File: config.mk
export PLATFORM = sky130hd
export DESIGN_NAME = dcbd_front
export DESIGN_NICKNAME = d
export VERILOG_FILES = /design/src/hw/rtl/dense_code_byte_decoder_assert.svh /design/src/hw/rtl/dcbd_pkg.sv /design/src/hw/rtl/dcbd_front.sv
export SDC_FILE = /design/constraint.sdc
export NUM_CORES = 1
export LEC_CHECK = 0
export BUFFER_PORTS_ARGS = -buffer_cell sky130_fd_sc_hd__buf_2
export CAP_MARGIN = 20
export CORE_ASPECT_RATIO = 0.5
export CORE_MARGIN = 2
export CORE_UTILIZATION = 35
export CTS_BUF_LIST = sky130_fd_sc_hd__clkbuf_4
export DETAILED_ROUTE_END_ITERATION = 12
export GPL_TIMING_DRIVEN = 1
export PLACE_DENSITY = 0.71
export SLEW_MARGIN = 20
export SYNTH_ARGS = -nofsm -noshare
export SYNTH_HDL_FRONTEND = slang
export SYNTH_SLANG_ARGS = --single-unit
File: constraint.sdc
create_clock -name clock -period 2.65 [get_ports clock]
set_input_delay 0.1325 -clock clock [delete_from_list [all_inputs] [get_ports clock]]
set_output_delay 0.1325 -clock clock [all_outputs]
set_load 0.05 [all_outputs]
File: src/hw/rtl/dense_code_byte_decoder_assert.svh
// ----------------------------------------------------------------------------
// Assertion macros for the dense code byte decoder
// Shared forms of the concurrent checks used inside the decoder modules.
// ----------------------------------------------------------------------------
`ifndef DENSE_CODE_BYTE_DECODER_ASSERT_SVH
`define DENSE_CODE_BYTE_DECODER_ASSERT_SVH

// The consequent must hold in the same cycle as the antecedent.
`define DCBD_ASSERT_NOW(label, clk, rst, ante, cons, msg) \
   label: assert property (@(posedge clk) disable iff (rst) (ante) |-> (cons)) \
      else $error(msg);

// The consequent must hold in the cycle after the antecedent.
`define DCBD_ASSERT_NEXT(label, clk, rst, ante, cons, msg) \
   label: assert property (@(posedge clk) disable iff (rst) (ante) |=> (cons)) \
      else $error(msg);

`endif

File: src/hw/rtl/dcbd_pkg.sv
// ----------------------------------------------------------------------------
// Dense code byte decoder package
// Types and constants shared by the decoder front end, queues and back end.
// ----------------------------------------------------------------------------
package dcbd_pkg;

   // Boundary between continuer bytes and terminator bytes.
   localparam logic [7:0] TAG_BOUND = 8'd128;

   // Default vocabulary depth and queue depths.
   localparam int VOCAB_DEPTH_DEFAULT = 65536;
   localparam int WORK_DEPTH_DEFAULT  = 4;
   localparam int RESULT_DEPTH_DEFAULT = 4;

   // Widths fixed by the item fields.
   localparam int SYMBOL_W     = 32;
   localparam int RANK_W       = 32;
   localparam int CODE_W       = 8;
   localparam int INDEX_W      = 16;
   localparam int VOCAB_SIZE_W = 17;
   localparam int OP_W         = 2;

   // Command carried by an input item.
   typedef enum logic {
      CMD_LOAD   = 1'b0,
      CMD_DECODE = 1'b1
   } command_type;

   // Operation handed from the front end to the back end.
   typedef enum logic [OP_W-1:0] {
      OP_LOAD   = 2'd0,
      OP_LOOKUP = 2'd1,
      OP_ERROR  = 2'd2
   } work_op_type;

endpackage

File: src/hw/rtl/dcbd_front.sv
// ----------------------------------------------------------------------------
// Decoder front end
// Accepts items, keeps the running rank and classifies each item into a
// load, a lookup, an error or (continuer, bad load index) no operation.
// ----------------------------------------------------------------------------
module dcbd_front #(
   parameter int VOCAB_DEPTH = dcbd_pkg::VOCAB_DEPTH_DEFAULT
) (
   input  logic                                 clock,
   input  logic                                 reset,
   // Input items
   input  logic                                 req_push,
   output logic                                 req_full,
   input  dcbd_pkg::command_type                req_command,
   input  logic [dcbd_pkg::CODE_W-1:0]          req_code_byte,
   input  logic [dcbd_pkg::INDEX_W-1:0]         req_entry_index,
   input  logic [dcbd_pkg::SYMBOL_W-1:0]        req_entry_symbol,
   // Configuration
   input  logic                                 csr_valid,
   output logic                                 csr_ready,
   input  logic [dcbd_pkg::VOCAB_SIZE_W-1:0]    csr_vocab_size,
   // Work queue
   output logic                                 work_push,
   output dcbd_pkg::work_op_type                work_op,
   output logic [$clog2(VOCAB_DEPTH)-1:0]       work_addr,
   output logic [dcbd_pkg::SYMBOL_W-1:0]        work_data,
   input  logic                                 work_full
);

   localparam int ADDR_W = $clog2(VOCAB_DEPTH);
   localparam int RANK_W = dcbd_pkg::RANK_W;
   localparam logic [RANK_W-1:0] DEPTH_LIMIT = RANK_W'(VOCAB_DEPTH);

   logic [RANK_W-1:0]                 rank_ff, rank_in;
   logic [dcbd_pkg::VOCAB_SIZE_W-1:0] vocab_size_ff;
   logic [RANK_W-1:0]                 cont_sum;
   logic [RANK_W-1:0]                 end_rank;
   logic [RANK_W-1:0]                 index_wide;
   logic [dcbd_pkg::CODE_W-1:0]       tail_byte;
   logic                              accept;
   logic                              is_continuer;
   logic                              rank_bad;
   logic                              index_bad;

   assign csr_ready = 1'b1;
   assign req_full  = work_full;
   assign accept    = req_push && !work_full;

   // Rank arithmetic, all modulo 2^32.
   assign is_continuer = (req_code_byte < dcbd_pkg::TAG_BOUND);
   assign cont_sum     = rank_ff + RANK_W'(req_code_byte) + RANK_W'(1);
   assign tail_byte    = req_code_byte - dcbd_pkg::TAG_BOUND;
   assign end_rank     = rank_ff + RANK_W'(tail_byte);
   assign index_wide   = RANK_W'(req_entry_index);
   assign rank_bad     = (end_rank >= RANK_W'(vocab_size_ff)) || (end_rank >= DEPTH_LIMIT);
   assign index_bad    = (index_wide >= DEPTH_LIMIT);

   // Running rank: a continuer sets it to (rank + byte + 1) << 7, a terminator clears it.
   always_comb begin
      rank_in = rank_ff;
      if (accept && req_command == dcbd_pkg::CMD_DECODE) begin
         if (is_continuer) begin
            rank_in = {cont_sum[RANK_W-8:0], 7'b0};
         end else begin
            rank_in = '0;
         end
      end
   end

   // Classification of the accepted item into a back end operation.
   always_comb begin
      work_push = 1'b0;
      work_op   = dcbd_pkg::OP_LOAD;
      work_addr = index_wide[ADDR_W-1:0];
      work_data = req_entry_symbol;
      case (req_command)
         dcbd_pkg::CMD_LOAD: begin
            work_push = accept && !index_bad;
         end
         dcbd_pkg::CMD_DECODE: begin
            work_push = accept && !is_continuer;
            work_addr = end_rank[ADDR_W-1:0];
            work_op   = rank_bad ? dcbd_pkg::OP_ERROR : dcbd_pkg::OP_LOOKUP;
         end
         default: begin
            work_push = 1'b0;
         end
      endcase
   end

   always_ff @(posedge clock) begin
      if (reset) begin
         rank_ff       <= '0;
         vocab_size_ff <= '0;
      end else begin
         rank_ff <= rank_in;
         if (csr_valid) begin
            vocab_size_ff <= csr_vocab_size;
         end
      end
   end

endmodule

==> metrics.cfg <==
[timing]
setup_viol = 2
finalHoldViolCount = 0
slew_violations = 0
maxSlewHeadroom_pct = 57.60
worst_pin_slew_ns = 0.6360
rsz0062_at_grt = true
max_freq_mhz = 306.2
period_minus_slack_ns = 3.266
fin_skew_ns = 0.01928
period_share_pct = 123.3
worst_slack_ns = -0.6162

[clocking]
clk_pin_slew_ns = 0.14
htreeDepth = 2
cts_buffers = 5
root_buffer = clkbuf_4
cts.path.max_buffers = 2
clkLatencyLatePin_ns = 0.37
cts_tree = yes
clkSinkCount = 42

[cells_and_area]
seqCellArea_um2 = 843.3
drive_gt1_share_pct = 33.60
mostFrequentLayoutCell = buf_2
fin_area_um2 = 4275
multiInputGateArea_um2 = 2192
mostFrequentLayoutCells = buf_2 (64), nor2_1 (58), buf_4 (49)
num_antenna_cells = 0
fin_nets = 606
synthToLayoutAreaGrowth_pct = 25.95
fillers = 945

[grt]
antenna_found_initial = 0
grt_max_degree = 33
overflow = 0
gr-usage-all-layers_pct = 16.87
grt_pass1_wl_um = 13970
grt_pass1_vias = 2938

[die]
dieArea_um2 = 10550
core_um2 = 9447
pin_count = 132
rows = 25
start_util_pct = 35.93
die_x_um = 143.3
die_h_um = 73.64

[worst_setup_path]
critPathLaunchType = register
arrival_ns = 3.13
r2r_cells = 7
worstPathMaxFanout = 4
rrSetupSlack_ns = 0.60
worstPathRequired_ns = 2.52
r2r_start = rank_ff[7]$_SDFFE_PP0P_
worst-setup-path-type = register to primary output
endpoint_kind = primary output
startpoint = rank_ff[7]$_SDFFE_PP0P_

[route]
post-route-drc-count = 0
vias = 3092
drt_iter0_markers = 92
wl_per_cell_um = 13.67
ant_nets = 0
first_pass_iters = 4
wl_um = 8762
viasPerCell = 4.824

[synth]
syn_avg_cell_area_um2 = 8.006
synth_cell_types = 49
synth_seq_area_share_pct = 24.77
synth_cells = 424
yosysWarningCount = 0
synthArstFlopShare_pct = 0
synth_top_flop_cell = dfxtp_1
synth_edf_count = 0
synthesis.area_um2 = 3395
synth_nets = 525
synth_seq_cells = 42

[power]
power.leakage_nw = 1.897
comb_power_share_pct = 26.3
internal_power_mw = 1.025
peakVddDrop_mv = 0.2171
power.density_nw_per_um2 = 350.2
power_frac_seq_pct = 44.2
swShare_pct = 31.55
power.net_switching_mw = 0.4724
power.share.clock_pct = 29.5

[place]
place_ws_ns = -0.3161
dp_hpwl_um = 6501
gp_congestion = 0.8183
place_area_um2 = 3865
portBuffers = 66

[status]
status = finished with violations
violations = setup timing

[worst_hold_path]
min_path_cells = 3
hold_path_class = input port to register
hp-start = csr_vocab_size[5]

[job]
maxCapViolations = 0

## cell families after synthesis
group,after synthesis,share of synthesized area (%)
AND/OR/NAND/NOR,162,24.33
buffers and inverters,81,15.08
AO/OA/AOI/OAI,49,8.625
flip-flops,42,24.77
XOR/XNOR,34,8.773
multiplexers,33,10.21
adder cells (fa/ha/maj),22,8.109
other,1,0.1105
## layout make-up
| cell class | count | share of cell area, % |
|---|---|---|
| Clock buffer | 6 | 1.054 |
| Clock inverter | 2 | 0.8780 |
| Timing Repair Buffer | 133 | 21.19 |
| Sequential cell | 42 | 19.72 |
| Inverter | 22 | 1.932 |
| Tap cell | 135 | 3.951 |
| Multi-Input combinational cell | 301 | 51.27 |
## sequential cells by signal, summed over array words and instances (netlist names)
| register | count |
|---|---|
| vocab_size_ff | 17 |
| rank_ff | 25 |
## timing repair
item / 4_1_cts / 5_1_grt
hold buffers: 15 / 1
gates resized for setup: 8 / 14
gates cloned: 0 / 0
setup buffers: 5 / 2
pin swaps: 5 / 9
hold endpoints to repair: 15 / 1
setup endpoints to repair: 2 / 2
## synth_stat cells (3+ instances only)
cell type	number	area, µm²
buf_6	9	101.4
mux2i_1	20	200.2
clkbuf_1	12	45.04
nand3_1	12	60.06
nor3_1	13	65.06
o21ai_0	13	65.06
nand2_1	36	135.1
nor2_1	60	225.2
dfxtp_1	42	840.8
or2_2	3	18.77
or3_1	3	18.77
a21oi_1	12	60.06
buf_4	37	277.8
nand4_1	7	43.79
a22oi_1	8	60.06
xnor2_1	20	175.2
xor2_1	14	122.6
inv_1	21	78.83
ha_1	22	275.3
o21ai_1	6	30.03
and3_1	6	37.54
mux2_2	13	146.4
## power by group through the flow
stage | clock [mW] | sequential [mW] | combinational (mW)
6_report | 0.442 | 0.662 | 0.394
5_1_grt | 0.482 | 0.664 | 0.424
2_1_floorplan | 0 | 0.672 | 0.367
4_1_cts | 0.457 | 0.662 | 0.373
3_5_place_dp | 0 | 0.675 | 0.342
3_3_place_gp | 0 | 0.674 | 0.335
## final timing paths
kind                                         to
hold reg to reg        rank_ff[30]$_SDFFE_PP0P_
setup reg to reg       rank_ff[30]$_SDFFE_PP0P_
hold / removal    vocab_size_ff[5]$_SDFFE_PP0P_
setup / recovery                     work_op[1]
## critical path, stage by stage (launching register included)
cell,delay [ns]
dfxtp_2,0.38
ha_4,0.16
nand3_4,0.09
nor2_2,0.17
xor2_2,0.18
ha_1,0.29
a21oi_1,0.21
nand2_1,0.15
a221oi_4,0.31
o22ai_2,0.15
nor4b_4,0.26
buf_4,0.17
a31oi_4,0.07
buf_6,0.17
## metrics by stage
| stage | std cells | hold slack, ns | power (mW) | utilization (%) | TNS (ns) |
|---|---|---|---|---|---|
| floorplan | 424 | 0.2797 | 1.039 | - | 0 |
| global placement | 610 | 0.2653 | 1.009 | 40.91 | -0.3079 |
| detailed placement | 610 | 0.2653 | 1.018 | 40.91 | -0.5716 |
| CTS | 638 | 0.0006291 | 1.492 | 44.15 | -1.182 |
| global route | 641 | 0.02076 | 1.570 | 45.26 | -1.534 |
| finish | 641 | 0.008056 | 1.497 | 45.26 | -1.226 |
## metal layers
| layer | part of all wire [%] | wire length, µm | vias to the layer above | global-route usage, % |
|---|---|---|---|---|
| met5 | 0 | 0 | - | 0 |
| met4 | 2.4 | 206 | 0 | 6.427 |
| met3 | 5.6 | 489 | 27 | 3.064 |
| met2 | 47 | 4102 | 82 | 29.24 |
| met1 | 45 | 3963 | 1429 | 21.20 |
| li1 | - | - | 1554 | - |
Power figures use the tool's default switching activity.
