File: src/hw/rtl/dense_code_byte_decoder_assert.svh
// ----------------------------------------------------------------------------
// Assertion macros for the dense code byte decoder
// Shared forms of the concurrent checks used inside the decoder modules.
// ----------------------------------------------------------------------------
`ifndef DENSE_CODE_BYTE_DECODER_ASSERT_SVH
`define DENSE_CODE_BYTE_DECODER_ASSERT_SVH

// The consequent must hold in the same cycle as the antecedent.
`define DCBD_ASSERT_NOW(label, clk, rst, ante, cons, msg) \
   label: assert property (@(posedge clk) disable iff (rst) (ante) |-> (cons)) \
      else $error(msg);

// The consequent must hold in the cycle after the antecedent.
`define DCBD_ASSERT_NEXT(label, clk, rst, ante, cons, msg) \
   label: assert property (@(posedge clk) disable iff (rst) (ante) |=> (cons)) \
      else $error(msg);

`endif

File: src/hw/rtl/dcbd_fifo.sv
// ----------------------------------------------------------------------------
// Decoder queue
// Small register queue with full, empty and occupancy count; DEPTH >= 2.
// ----------------------------------------------------------------------------
module dcbd_fifo #(
   parameter int WIDTH = 8,
   parameter int DEPTH = 4
) (
   input  logic                       clock,
   input  logic                       reset,
   input  logic                       push,
   input  logic [WIDTH-1:0]           push_data,
   output logic                       full,
   input  logic                       pop,
   output logic [WIDTH-1:0]           pop_data,
   output logic                       empty,
   output logic [$clog2(DEPTH+1)-1:0] count
);

   localparam int PTR_W = $clog2(DEPTH);
   localparam int CNT_W = $clog2(DEPTH + 1);
   localparam logic [PTR_W-1:0] LAST_PTR = PTR_W'(DEPTH - 1);
   localparam logic [CNT_W-1:0] FULL_CNT = CNT_W'(DEPTH);

   logic [WIDTH-1:0] store_ff [DEPTH];
   logic [PTR_W-1:0] wr_ptr_ff, wr_ptr_in;
   logic [PTR_W-1:0] rd_ptr_ff, rd_ptr_in;
   logic [CNT_W-1:0] count_ff, count_in;
   logic             do_push;
   logic             do_pop;

   assign full     = (count_ff == FULL_CNT);
   assign empty    = (count_ff == '0);
   assign count    = count_ff;
   assign pop_data = store_ff[rd_ptr_ff];
   assign do_push  = push && !full;
   assign do_pop   = pop && !empty;

   // Pointer and occupancy update.
   always_comb begin
      wr_ptr_in = wr_ptr_ff;
      rd_ptr_in = rd_ptr_ff;
      count_in  = count_ff;
      if (do_push) begin
         wr_ptr_in = (wr_ptr_ff == LAST_PTR) ? '0 : wr_ptr_ff + PTR_W'(1);
      end
      if (do_pop) begin
         rd_ptr_in = (rd_ptr_ff == LAST_PTR) ? '0 : rd_ptr_ff + PTR_W'(1);
      end
      if (do_push && !do_pop) begin
         count_in = count_ff + CNT_W'(1);
      end else if (do_pop && !do_push) begin
         count_in = count_ff - CNT_W'(1);
      end
   end

   always_ff @(posedge clock) begin
      if (reset) begin
         wr_ptr_ff <= '0;
         rd_ptr_ff <= '0;
         count_ff  <= '0;
      end else begin
         wr_ptr_ff <= wr_ptr_in;
         rd_ptr_ff <= rd_ptr_in;
         count_ff  <= count_in;
      end
   end

   // Storage needs no reset.
   always_ff @(posedge clock) begin
      if (do_push) begin
         store_ff[wr_ptr_ff] <= push_data;
      end
   end

endmodule

File: config.mk
export PLATFORM = sky130hd
export DESIGN_NAME = dcbd_fifo
export DESIGN_NICKNAME = d
export VERILOG_FILES = /design/src/hw/rtl/dense_code_byte_decoder_assert.svh /design/src/hw/rtl/dcbd_fifo.sv
export SDC_FILE = /design/constraint.sdc
export NUM_CORES = 1
export LEC_CHECK = 0
export BUFFER_PORTS_ARGS = -buffer_cell sky130_fd_sc_hd__buf_4
export CAP_MARGIN = 20
export CORE_ASPECT_RATIO = 1.5
export CORE_MARGIN = 2
export CORE_UTILIZATION = 49
export CTS_BUF_LIST = sky130_fd_sc_hd__clkbuf_16
export DETAILED_ROUTE_END_ITERATION = 12
export PLACE_DENSITY = 0.78
export SYNTH_ARGS = -nofsm -noshare
export SYNTH_HDL_FRONTEND = slang
export SYNTH_SLANG_ARGS = --single-unit
export TNS_END_PERCENT = 100
File: constraint.sdc
create_clock -name clock -period 2.19 [get_ports clock]
set_input_delay 0.1095 -clock clock [delete_from_list [all_inputs] [get_ports clock]]
set_output_delay 0.1095 -clock clock [all_outputs]
set_load 0.005 [all_outputs]
==> results.cfg, run 1 <==
[finish]
area_growth_pct = 26.7
fin_cells = 165
n_fill_cell = 240
multiInputGateArea_um2 = 469
seq_area_um2 = 1140
layout-drive-gt1-share = 0.472
antenna_cells = 0
nets = 143

[sta]
fin_ws_ns = 0.0709
slew_viol_final = 0
relSlewSlack = 0.620
post-route-period-util = 0.968
fmax_mhz = 472
setup_violations = 0
final.setup_skew_ns = 0.00364
hold_viol = 0
worstMarginPinSlew_ns = 0.569
min_period_ns = 2.12

[synthesis]
synth_top_family_by_area = multiplexers
yosysSeqAreaShare = 0.694
synth.most_common_cell = edfxtp_1
synth_xor_xnor_area_share = 0.0106
synth-simple-area-share = 0.0570
async_flop_share = 0
syn_inst = 92
synth_compound_area_frac = 0.0304
ys_seq_elements = 41
syn-mean-instance-area_um2 = 17.9
ys.flop_type = edfxtp_1
synthTopCellsByCount = edfxtp_1, dfxtp_1, mux4_2
synth_top_area_share = 0.584
yosys.area.top_type = edfxtp_1
ys_warn_count = 0
synth_area_um2 = 1650
muxShareOfSynthArea = 0.122
netlist_top_cells_area = edfxtp_1, dfxtp_1, mux4_2
synth_cell_types = 26
yosys.area_share.adder = 0.0578
synth_fp_nets = 111
synth_edf_count = 32

[detailed_routing]
top_layer = met4
wire_per_inst_um = 16.2
wl_met2_mm = 1.48
vias = 876
dr.first_iter.drc_count = 25
drt-pass1-iter-count = 4
antenna_left = 0
met3_length_um = 160
via_per_inst = 5.31
wl_mm = 2.68
drc_errors = 0
drt-met1-wl_um = 984

[global_route]
grt_pass1_vias = 918
antenna_found_initial = 0
grt_max_degree = 14
overflow = 0
grt_usage = 0.169
grt_first_pass_wirelength_mm = 4.43

[setup_path]
timing.rr.start = count[2]$_SDFFE_PP0P_
criticalPathCategory = reg2reg
cp.arrival_ns = 2.33
crit_start = count[2]$_SDFFE_PP0P_
slowest_delay_ns = 0.41
r2r_cells = 9
rr_endpoint = count[2]$_SDFFE_PP0P_
critPathMaxFanout = 6
slowest_stage = or3_2
ff2ff_setup_slack_ns = 0.07
end_kind = register
setup.worst_path.start_class = register
crit_end = count[2]$_SDFFE_PP0P_
cp_cell_sequence = or3b_4, clkinv_4, nor2_4, ha_2, inv_1, fa_2, xor2_1, or3_2, a21oi_1
cp.required_ns = 2.40

[run_status]
status = finished, final reports clean

[power_and_ir_drop]
switching_share = 0.245
combinationalPowerShare = 0.241
p_int_uw = 1870
power.density_nw_per_um2 = 1190
peakVddDrop_uv = 989
pwr-share-seq = 0.424
leakage_uw = 0.000794
p_clk_frac = 0.334
power.switching_uw = 608

[floorplanning]
coreArea_um2 = 3190
die_area_um2 = 3850
rows = 25
ios = 25
die_h_um = 75.0
die_x_um = 51.3
initial_utilization = 0.516

[run]
cap_violations = 0

[cts]
clk_pin_slew_ns = 0.06
root_buffer = clkbuf_16
clock_path_buffers = 2
clock_sinks = 41
clock_latency_ns = 0.28
cts_tree = done
cts_max_level = 2
cts_made_buffers = 5

[placement]
hpwlAfterDp_mm = 1.88
port_buffers = 24
place_ws_ns = -0.0416
gp_congestion = 0.774
place_inst = 156

[worst_hold_path]
holdPathStages = 1
hp-class = in2reg
## power groups by stage
stage	Clock (uW)	Combinational [uW]	Sequential (uW)
6_report	828	598	1050
5_1_grt	869	658	1070
4_1_cts	844	597	1060
3_5_place_dp	0	580	1070
3_3_place_gp	0	549	1060
2_1_floorplan	0	363	1020
## registers in the layout, summed over array words and instances, names as in the netlist, named ones only
signal	cells
count	3
store_ff	32
rd_ptr_ff	2
wr_ptr_ff	2
## cells by family after synthesis
logic type,count (synthesis)
DFF,41
and+or+nand+nor,16
muxes,10
buffers and inverters,9
AOI/OAI and AO/OA,7
adders and majority gates,7
xor gates and xnor gates,2
## how the worst min path moves through the flow
stage | start | end | slack (ns)
after floorplan | push_data[0] | store_ff[0][0]$_DFFE_PP_ | 0.21
after global placement | push_data[6] | store_ff[2][6]$_DFFE_PP_ | 0.31
after detailed placement | push_data[6] | store_ff[3][6]$_DFFE_PP_ | 0.31
after CTS | push_data[6] | store_ff[0][6]$_DFFE_PP_ | 0.02
after global routing | push_data[6] | store_ff[3][6]$_DFFE_PP_ | 0.02
final | push_data[6] | store_ff[0][6]$_DFFE_PP_ | 0.03
## timing repair
item | CTS | global route
endpoints found under the hold margin | 0 | 0
pin swaps | 0 | 0
resized for setup | 3 | 2
setup endpoints to repair | 1 | 1
setup buffers | 0 | 1
hold buffers | 0 | 0
## routing by layer
layer / GRT usage / vias up
met5: 0 / -
met2: 0.303 / 31
met3: 0.0575 / 5
li1: - / 412
met1: 0.179 / 428
met4: 0.0789 / 0
## stage by stage
stage          hold slack (ns)   TNS (ns)   util  instance area (um^2)  power (uW)
6_report                0.0267          0  0.653                  2080        2480
4_1_cts                 0.0192          0  0.649                  2070        2500
3_5_place_dp             0.313    -0.0416  0.590                  1880        1650
5_1_grt                 0.0232  -0.000924  0.653                  2080        2600
3_3_place_gp             0.307          0  0.590                  1880        1610
2_1_floorplan            0.208          0      -                  1650        1380
## worst max-delay path: cells and delay by family (launching register included)
kind                     cells  cell delay, ns
XOR/XNOR                     1            0.16
adder cells (fa/ha/maj)      2            0.52
AO/OA/AOI/OAI                1            0.14
flip-flops                   1            0.34
buffers and inverters        2            0.12
AND/OR/NAND/NOR              3            0.74
## final cells by class
cell class,count,share of cell area
Timing Repair Buffer,29,0.104
Inverter,5,0.0114
Clock buffer,7,0.0840
Tap cell,40,0.0240
Clock inverter,1,0.00240
Sequential cell,41,0.549
Multi-Input combinational cell,42,0.225
## cell usage in the layout (no fill, tap or decap), drive strengths merged
cell	instances
nor3	2
nand3	2
clkbuf	7
nand2	1
or3b	1
clkinv	2
nor2	4
dfxtp	9
inv	4
o31ai	2
mux2i	2
and3	4
edfxtp	32
mux4	8
or3	2
o21ai	2
xor2	2
ha	6
buf	29
a21oi	3
fa	1
(Power assumes the default switching activity.)
==> run 2, diff against run 1 <==
Settings changed: ABC_AREA set to 1, CORE_UTILIZATION 49 to 50, PLACE_DENSITY 0.78 to 0.79, SETUP_SLACK_MARGIN set to 0.15.
==> results.cfg, run 2 <==
[run_status]
status = finished, final reports clean

[finish]
final_common_cell = nor2_1
seq_area_um2 = 1140
multiInputGateArea_um2 = 465
layout-drive-gt1-share = 0.230
regMostFlops = store_ff
antenna_cells = 0
largest_reg_flops = 32
final_cell_mix = nor2_1, edfxtp_1, buf_4
n_fill_cell = 234
area_growth_pct = 24.9
nets = 201
fin_cells = 223

[cts]
clock_sinks = 41
cts_tree = done
cts_made_buffers = 5
clk_pin_slew_ns = 0.06
cts_max_level = 2
root_buffer = clkbuf_16
clock_path_buffers = 2
clock_latency_ns = 0.28

[power_and_ir_drop]
combinationalPowerShare = 0.297
switching_share = 0.293
power.switching_uw = 775
peakVddDrop_uv = 794
pwr-share-seq = 0.401
p_clk_frac = 0.303
p_int_uw = 1870
leakage_uw = 0.000874
power.density_nw_per_um2 = 1250

[detailed_routing]
wire_per_inst_um = 13.6
drc_errors = 0
dr.first_iter.drc_count = 32
wl_mm = 3.03
vias = 1132
antenna_left = 0
drt-pass1-iter-count = 4
via_per_inst = 5.08

[synthesis]
syn-mean-instance-area_um2 = 11.5
synth_cell_types = 19
synth_fp_nets = 166
yosysSeqAreaShare = 0.673
synth_top_area_share = 0.566
synth_edf_count = 32
synthTopCellsByCount = nor2_1, edfxtp_1, inv_1
syn_inst = 147
yosys.area.top_type = edfxtp_1
synth_area_um2 = 1700
ys_warn_count = 0
ys_seq_elements = 41
synth.most_common_cell = nor2_1
ys.flop_type = edfxtp_1
netlist_top_cells_area = edfxtp_1, dfxtp_1, nor2_1
async_flop_share = 0

[floorplanning]
die_x_um = 51.6
die_area_um2 = 3880
ios = 25
initial_utilization = 0.532
die_h_um = 75.3
rows = 25
coreArea_um2 = 3190

[global_route]
grt_usage = 0.175
antenna_found_initial = 0
grt_pass1_vias = 1173
overflow = 0
grt_first_pass_wirelength_mm = 4.85
grt_max_degree = 17

[sta]
relSlewSlack = 0.785
min_period_ns = 1.87
hold_viol = 0
final.setup_skew_ns = 0.00304
slew_viol_final = 0
setup_violations = 0
fmax_mhz = 534
post-route-period-util = 0.855
setup_tns_ns = 0
worstMarginPinSlew_ns = 0.322
rsz0062_at_grt = no
fin_ws_ns = 0.317

[setup_path]
critPathMaxFanout = 7
cp.required_ns = 2.36
criticalPathCategory = reg2reg
setup.worst_path.start_class = register
end_kind = register
cp.arrival_ns = 2.04

[run]
cap_violations = 0

[placement]
hpwlAfterDp_mm = 2.15
place_inst = 214
gp_congestion = 0.837
port_buffers = 24
place_ws_ns = 0.299

[worst_hold_path]
hp-class = in2reg
## run 2: cell count changes after synthesis, moves of 3 or more
cell	delta
nor2_1	+30
nand2_1	+12
o21ai_2	+3
and3_2	-4
mux4_2	-8
inv_1	+13
o21ai_0	+12
o22ai_1	+8
## run 2: logic make-up after synthesis
logic type               after synthesis  synth area share
flip-flops                            41             0.673
AO/OA/AOI/OAI                         27            0.0922
buffers and inverters                 20            0.0531
adder cells (fa/ha/maj)                7            0.0560
AND/OR/NAND/NOR                       51             0.121
XOR/XNOR                               1           0.00516
## run 2: power groups by stage
stage	sequential, uW	clock [uW]	combinational [uW]
2_1_floorplan	1050	0	463
3_3_place_gp	1070	0	739
3_5_place_dp	1070	0	779
4_1_cts	1060	816	787
5_1_grt	1080	838	877
6_report	1060	799	783
## run 2: path summary, 6_finish.rpt
check                             from                   endpoint  slack, ns  cells past startpoint
min reg2reg  rd_ptr_ff[1]$_SDFFE_PP0P_  rd_ptr_ff[1]$_SDFFE_PP0P_       0.53                      2
min                       push_data[1]   store_ff[1][1]$_DFFE_PP_       0.03                      1
max              count[1]$_SDFFE_PP0P_      count[1]$_SDFFE_PP0P_       0.32                      9
max reg2reg      count[1]$_SDFFE_PP0P_      count[1]$_SDFFE_PP0P_       0.32                      9
## run 2: final cells by class
cell class / instances / share of cell area
Sequential cell: 41 / 0.539
Multi-Input combinational cell: 86 / 0.220
Timing Repair Buffer: 30 / 0.107
Clock buffer: 5 / 0.0590
Inverter: 18 / 0.0319
Tap cell: 40 / 0.0236
Clock inverter: 3 / 0.0195
## run 2: through the flow
step                hold slack [ns]   util  power [uW]  cell area (um^2)
floorplan                     0.182      -        1510              1700
detailed placement            0.286  0.609        1850              1940
CTS                          0.0239  0.664        2660              2120
global placement              0.277  0.609        1810              1940
global route                 0.0247  0.664        2790              2120
finish                       0.0330  0.664        2640              2120
## run 2: critical path: stages (launching register included)
cell and delay [ns]:
dfxtp_1 0.35, nor2_1 0.15, nand2_1 0.12, nand2_2 0.14
inv_1 0.06, ha_1 0.20, inv_1 0.10, fa_1 0.42
o21ai_0 0.16, nor2_1 0.06
## run 2: layer usage
layer  wire, um  GRT usage
met1       1190      0.163
met2       1700      0.335
met3        127     0.0451
met4          9      0.102
met5          0          0
## run 2: timing repair
action / 4_1_cts / 5_1_grt
hold buffers: 1 / 0
endpoints found under the setup margin: 0 / 1
endpoints found under the hold margin: 1 / 0
buffers inserted: 0 / 0
resized for setup: 0 / 1
